`src/alpha_premultiply_converter_core_assert.svh`:
```
// Assertion macros shared by the converter RTL.
// Expects clk_i and rst_ni in the scope of the module that uses them.
`ifndef ALPHA_PREMULTIPLY_CONVERTER_CORE_ASSERT_SVH
`define ALPHA_PREMULTIPLY_CONVERTER_CORE_ASSERT_SVH

`ifndef SYNTHESIS
// Checked outside reset only.
`define APC_ASSERT(lbl, prop, msg) \
  lbl: assert property (@(posedge clk_i) disable iff (!rst_ni) (prop)) else $error(msg);
// Checked at every edge, reset included.
`define APC_ASSERT_ALWAYS(lbl, prop, msg) \
  lbl: assert property (@(posedge clk_i) (prop)) else $error(msg);
`else
`define APC_ASSERT(lbl, prop, msg)
`define APC_ASSERT_ALWAYS(lbl, prop, msg)
`endif

`endif

```
`src/apc_pkg.sv`:
```
// Types, constants and the divide step function of the alpha converter.
// No dependencies; used by alpha_premultiply_converter_core.
package apc_pkg;

  localparam int unsigned NumCh         = 3;
  localparam int unsigned NumW          = 16;
  localparam int unsigned StepsPerStage = 4;
  localparam int unsigned DivStages     = NumW / StepsPerStage;

  typedef logic [7:0] chan_t;

  localparam chan_t FullAlpha = 8'hFF;
  localparam chan_t RoundHalf = 8'd127;

  typedef enum logic {
    FUNC_PREMUL   = 1'b0,
    FUNC_UNPREMUL = 1'b1
  } func_e;

  // One color lane of the restoring divider: the numerator shifts out at the
  // top while quotient bits shift in at the bottom.
  typedef struct packed {
    logic [NumW-1:0] num;
    chan_t           rem;
  } lane_t;

  typedef struct packed {
    lane_t [NumCh-1:0] lane;
    chan_t             div;
    logic              bypass;
    chan_t [NumCh-1:0] color;
    chan_t             alpha;
  } slot_t;

  function automatic lane_t div_steps(lane_t l, chan_t d);
    lane_t      r;
    logic [8:0] part;
    r = l;
    for (int i = 0; i < StepsPerStage; i++) begin
      part = {r.rem, r.num[NumW-1]};
      if (part >= {1'b0, d}) begin
        r.rem = chan_t'(part - {1'b0, d});
        r.num = {r.num[NumW-2:0], 1'b1};
      end else begin
        r.rem = part[7:0];
        r.num = {r.num[NumW-2:0], 1'b0};
      end
    end
    return r;
  endfunction

endpackage

```
`src/alpha_premultiply_converter_core.sv`:
```
// Request path: entry register st_q[0], divide stages st_q[1] to st_q[4], output register.
// Throughput: one pixel per clock when not stalled; the rate is set by the
// divide pipeline, four stages that each resolve four quotient bits for all
// three colors. Under a stall, a full stage holds only if all later ones are full;
// empty stages still fill. Reset clears all valid bits; data registers are not reset.
// Depends on apc_pkg and alpha_premultiply_converter_core_assert.svh.
`include "alpha_premultiply_converter_core_assert.svh"

module alpha_premultiply_converter_core (
  input  logic          clk_i,
  input  logic          rst_ni,
  input  logic          in_valid_i,
  output logic          in_stall_o,
  input  logic          func_i,
  input  apc_pkg::chan_t red_in_i,
  input  apc_pkg::chan_t green_in_i,
  input  apc_pkg::chan_t blue_in_i,
  input  apc_pkg::chan_t alpha_in_i,
  output logic          out_valid_o,
  input  logic          out_stall_i,
  output apc_pkg::chan_t red_out_o,
  output apc_pkg::chan_t green_out_o,
  output apc_pkg::chan_t blue_out_o,
  output apc_pkg::chan_t alpha_out_o
);
  import apc_pkg::*;

  slot_t              st_q [DivStages+1];
  slot_t              step_d [1:DivStages];
  logic [DivStages:0] vld_q;
  logic [DivStages:0] rdy;
  logic               out_rdy;
  logic               out_vld_q;
  chan_t [NumCh-1:0]  out_color_q;
  chan_t              out_alpha_q;
  slot_t              entry_d;
  chan_t [NumCh-1:0]  in_color;
  chan_t [NumCh-1:0]  res_d;
  func_e              func;
  logic               rem_ok;

  assign func     = func_e'(func_i);
  assign in_color = {blue_in_i, green_in_i, red_in_i};

  // A stage may load when it is empty or its successor loads this cycle.
  always_comb begin
    out_rdy        = !out_vld_q || !out_stall_i;
    rdy[DivStages] = !vld_q[DivStages] || out_rdy;
    for (int k = DivStages - 1; k >= 0; k--) begin
      rdy[k] = !vld_q[k] || rdy[k+1];
    end
  end

  assign in_stall_o = !rdy[0];

  // Entry stage: build each color's numerator and the divisor shared by all colors.
  always_comb begin
    logic [NumW-1:0] prod;
    entry_d       = '0;
    entry_d.color = in_color;
    entry_d.alpha = alpha_in_i;
    if (func == FUNC_UNPREMUL) begin
      entry_d.bypass = (alpha_in_i == '0) || (alpha_in_i == FullAlpha);
      // Alpha zero bypasses; keep a nonzero divisor so the lanes stay sane.
      entry_d.div    = (alpha_in_i == '0) ? FullAlpha : alpha_in_i;
    end else begin
      entry_d.bypass = (alpha_in_i == FullAlpha);
      entry_d.div    = FullAlpha;
    end
    for (int ch = 0; ch < NumCh; ch++) begin
      if (func == FUNC_UNPREMUL) begin
        prod = {in_color[ch], 8'h00} - {8'h00, in_color[ch]}
               + {9'h000, alpha_in_i[7:1]};
      end else begin
        prod = ({8'h00, in_color[ch]} * {8'h00, alpha_in_i}) + {8'h00, RoundHalf};
      end
      entry_d.lane[ch].num = prod;
      entry_d.lane[ch].rem = '0;
    end
  end

  // Next content of each divide stage: the slot moves on with four more quotient bits.
  always_comb begin
    for (int k = 1; k <= DivStages; k++) begin
      step_d[k] = st_q[k-1];
      for (int ch = 0; ch < NumCh; ch++) begin
        step_d[k].lane[ch] = div_steps(st_q[k-1].lane[ch], st_q[k-1].div);
      end
    end
  end

  // Quotients above 255 only arise when a color exceeds its alpha.
  always_comb begin
    for (int ch = 0; ch < NumCh; ch++) begin
      if (st_q[DivStages].bypass) begin
        res_d[ch] = st_q[DivStages].color[ch];
      end else if (st_q[DivStages].lane[ch].num[NumW-1:8] != '0) begin
        res_d[ch] = FullAlpha;
      end else begin
        res_d[ch] = st_q[DivStages].lane[ch].num[7:0];
      end
    end
  end

  always_ff @(posedge clk_i or negedge rst_ni) begin
    if (!rst_ni) begin
      vld_q     <= '0;
      out_vld_q <= 1'b0;
    end else begin
      if (rdy[0]) begin
        vld_q[0] <= in_valid_i;
      end
      for (int k = 1; k <= DivStages; k++) begin
        if (rdy[k]) begin
          vld_q[k] <= vld_q[k-1];
        end
      end
      if (out_rdy) begin
        out_vld_q <= vld_q[DivStages];
      end
    end
  end

  always_ff @(posedge clk_i) begin
    if (rdy[0] && in_valid_i) begin
      st_q[0] <= entry_d;
    end
    for (int k = 1; k <= DivStages; k++) begin
      if (rdy[k] && vld_q[k-1]) begin
        st_q[k] <= step_d[k];
      end
    end
    if (out_rdy && vld_q[DivStages]) begin
      out_color_q <= res_d;
      out_alpha_q <= st_q[DivStages].alpha;
    end
  end

  assign out_valid_o = out_vld_q;
  assign red_out_o   = out_color_q[0];
  assign green_out_o = out_color_q[1];
  assign blue_out_o  = out_color_q[2];
  assign alpha_out_o = out_alpha_q;

  assign rem_ok = (st_q[DivStages].lane[0].rem < st_q[DivStages].div) &&
                  (st_q[DivStages].lane[1].rem < st_q[DivStages].div) &&
                  (st_q[DivStages].lane[2].rem < st_q[DivStages].div);

  `APC_ASSERT(a_no_stall_when_free, !out_stall_i |-> !in_stall_o, "stall without backpressure")
  `APC_ASSERT(a_rem_below_div, vld_q[DivStages] |-> rem_ok, "divider remainder out of range")
  `APC_ASSERT(a_last_stage_holds, out_valid_o && out_stall_i && vld_q[DivStages] |=> vld_q[DivStages], "request dropped under stall")
  `APC_ASSERT_ALWAYS(a_reset_empty, !rst_ni |=> !out_valid_o && (vld_q == '0), "valid set during reset")

endmodule
```
`config.mk`:
```
export PLATFORM = sky130hd
export DESIGN_NAME = alpha_premultiply_converter_core
export DESIGN_NICKNAME = d
export VERILOG_FILES = /design/src/apc_pkg.sv /design/src/alpha_premultiply_converter_core.sv
export VERILOG_INCLUDE_DIRS = /design/src /design/src/src
export SDC_FILE = /design/constraint.sdc
export NUM_CORES = 2
export LEC_CHECK = 0
export BUFFER_PORTS_ARGS = -buffer_cell sky130_fd_sc_hd__buf_2
export CORE_ASPECT_RATIO = 0.6
export CORE_UTILIZATION = 42
export DETAILED_ROUTE_END_ITERATION = 8
export SLEW_MARGIN = 40
export SYNTH_ARGS = -nofsm -noshare
export SYNTH_HDL_FRONTEND = slang
export SYNTH_SLANG_ARGS = --single-unit
```
`constraint.sdc`:
```
create_clock -name clk_i -period 10.6 [get_ports clk_i]
set_input_delay 2.12 -clock clk_i [delete_from_list [all_inputs] [get_ports clk_i]]
set_output_delay 2.12 -clock clk_i [all_outputs]
set_load 0.02 [all_outputs]
```
==> metrics.cfg <==
[die]
std_cell_rows=90
die_area_sq_um=104000
start_util_pct=42.5
core_area_sq_um=101000
ios=71
die_w_um=415
die_y_um=250

[clock_network]
clkTransAtPathRegs_ns=0.07
root_buffer=clkbuf_16
cts_sinks=547
htreeDepth=2
cts-buffers-inserted=55
cts_hold_buf=0
cts_tree=yes
cts.path.max_buffers=3
clk_latency_ns=0.66
cts_resized=0
postCtsSetupBuffers=0

[layout]
drive_above_1_share_pct=9.30
diodes=0
area_delta_synth_final_pct=9.76
nets=4923
final_util_pct=46.7
num-fill-cells=9311

[placement]
hpwl_mm=83.5
routabilityCongestion=0.897
io_buffers=70

[synth]
ys_warn_count=0
syn_inst=4097
synth_edf_count=541
syn-cell-area_sq_um=42900
synth_top_area_share_pct=37.9
synth_area_leaders=edfxtp_1, ha_1, fa_1
synth_common_cells=edfxtp_1, ha_1, inv_1
yosys.area.top_type=edfxtp_1
yosys.cell_count.top_type=edfxtp_1
yosysSeqAreaShare_pct=38.2
synth-main-ff-cell=edfxtp_1
synth.distinct_cells=87
syn_nets=4815
syn_avg_cell_area_sq_um=10.5
synthArstFlopShare_pct=1.10
synth_seq_cells=547

[timing]
fmax_ghz=0.103
rsz0062_at_grt=no
finClkSkew_ns=0.0287
tightest_slew_ns=0.814
fin_crit_ns=9.73
hold_viol=0
fin_tns_setup_ns=0
report.final.slew_viol_count=0
slew_headroom_pct=45.7
setup_viol=0
period_share_pct=91.8

[critical_path]
cpMostUsedCell=a21oi_1
crit_type=reg -> reg
cp.arrival_ns=10.13
end_kind=flip-flop
worstPathMaxFanout=11
crit_path_top_delay_cell=edfxtp_1
max_stage_delay_ns=0.43
worstSetupStartpointType=flip-flop
required_ns=11.00

[global_route]
grt_use_total_pct=21.2
antenna_found_initial=6
grt_pass1_wl_mm=170
gr-total-overflow=0
grt_start_max_net_pins=64
grt_pass1_vias=28819

[min_path]
hold_class=reg -> reg

[detailed_routing]
avgViaCountPerCell=5.43
drc=0
wl_mm=110
ant_nets=0
wl_per_cell_um=19.8
drt_pass1_iterations=5
drt_first_iter_violations=2494
num_vias=30337

[outcome]
status=finished clean

[job]
maxCapViolCount=0

## final timing paths
check	from	endpoint	slack [ns]	cells past startpoint
setup / recovery	st_q[0][267]	st_q[0][383]	0.87	38
hold / removal	st_q[0][79]	st_q[0][196]	0.41	0
setup reg to reg	st_q[0][267]	st_q[0][383]	0.87	38
hold reg to reg	st_q[0][79]	st_q[0][196]	0.41	0
max in group asynchronous	rst_ni	out_valid_o	9.16	1
min in group asynchronous	rst_ni	vld_q[3]	1.28	1
## routing by layer
| metal | global-route usage, % | vias to the layer above | routed length, um |
|---|---|---|---|
| met5 | 0 | - | 17 |
| met4 | 3.28 | 2 | 1310 |
| met3 | 3.44 | 97 | 7580 |
| met2 | 28.4 | 823 | 41200 |
| met1 | 35.2 | 14583 | 60200 |
| li1 | - | 14832 | - |
## flip-flops by register name, indices dropped and copies added (netlist names)
| register | count |
|---|---|
| out_valid_o | 1 |
| alpha_out_o | 8 |
| st_q | 509 |
| green_out_o | 8 |
| vld_q | 5 |
| blue_out_o | 8 |
| red_out_o | 8 |
## kinds of logic (layout without fill, tap and decap cells)
group,count (synthesis),in the layout,share of synthesized area [%]
AO/OA/AOI/OAI,837,837,12.5
XOR/XNOR,257,257,5.25
adder cells (fa/ha/maj),681,681,22.8
buffers and inverters,506,658,4.48
flip-flops,547,547,38.2
multiplexers,184,184,4.65
AND/OR/NAND/NOR,1085,1085,12.1
## layout make-up
cell class | count | area (sq um) | share of cell area (%)
clock inverter | 44 | 566 | 1.20
sequential | 547 | 16400 | 34.8
timing repair buffer | 128 | 845 | 1.79
inverter | 429 | 1610 | 3.42
tap | 1334 | 1670 | 3.54
clock buffer | 57 | 1380 | 2.94
multi-input combinational | 3044 | 24600 | 52.3
## layout by cell type, fill, tap and decap left out, drive strengths merged, types with 124 or more instances in the layout
cell,n
edfxtp,541
fa,171
a21oi,261
xnor2,170
nor2,294
inv,437
buf,128
ha,510
o21ai,186
nand2,322
mux2,124
## critical path: cells and delay by family, from the launching register on
kind            cells  cell delay (ns)
flops               1             0.43
mux                 1             0.36
fa+ha+maj           4             1.21
buf+inv             3             0.44
compound gates     23             5.86
simple gates        7             1.19
## stage by stage
step                      instances  worst slack (ns)  hold WS (ns)  area [sq um]
after global placement         5479             0.796         0.401         45100
after detailed placement       5480             0.742         0.405         45100
after CTS                      5581             0.688         0.403         47000
after floorplan                4097              1.28         0.400         42900
after global routing           5583            0.0642         0.401         47100
final                          5583             0.869         0.412         47100
Power is left out: the tool's default activity adds up to more than one toggle a clock period on the data nets, which glitch-free logic cannot reach.
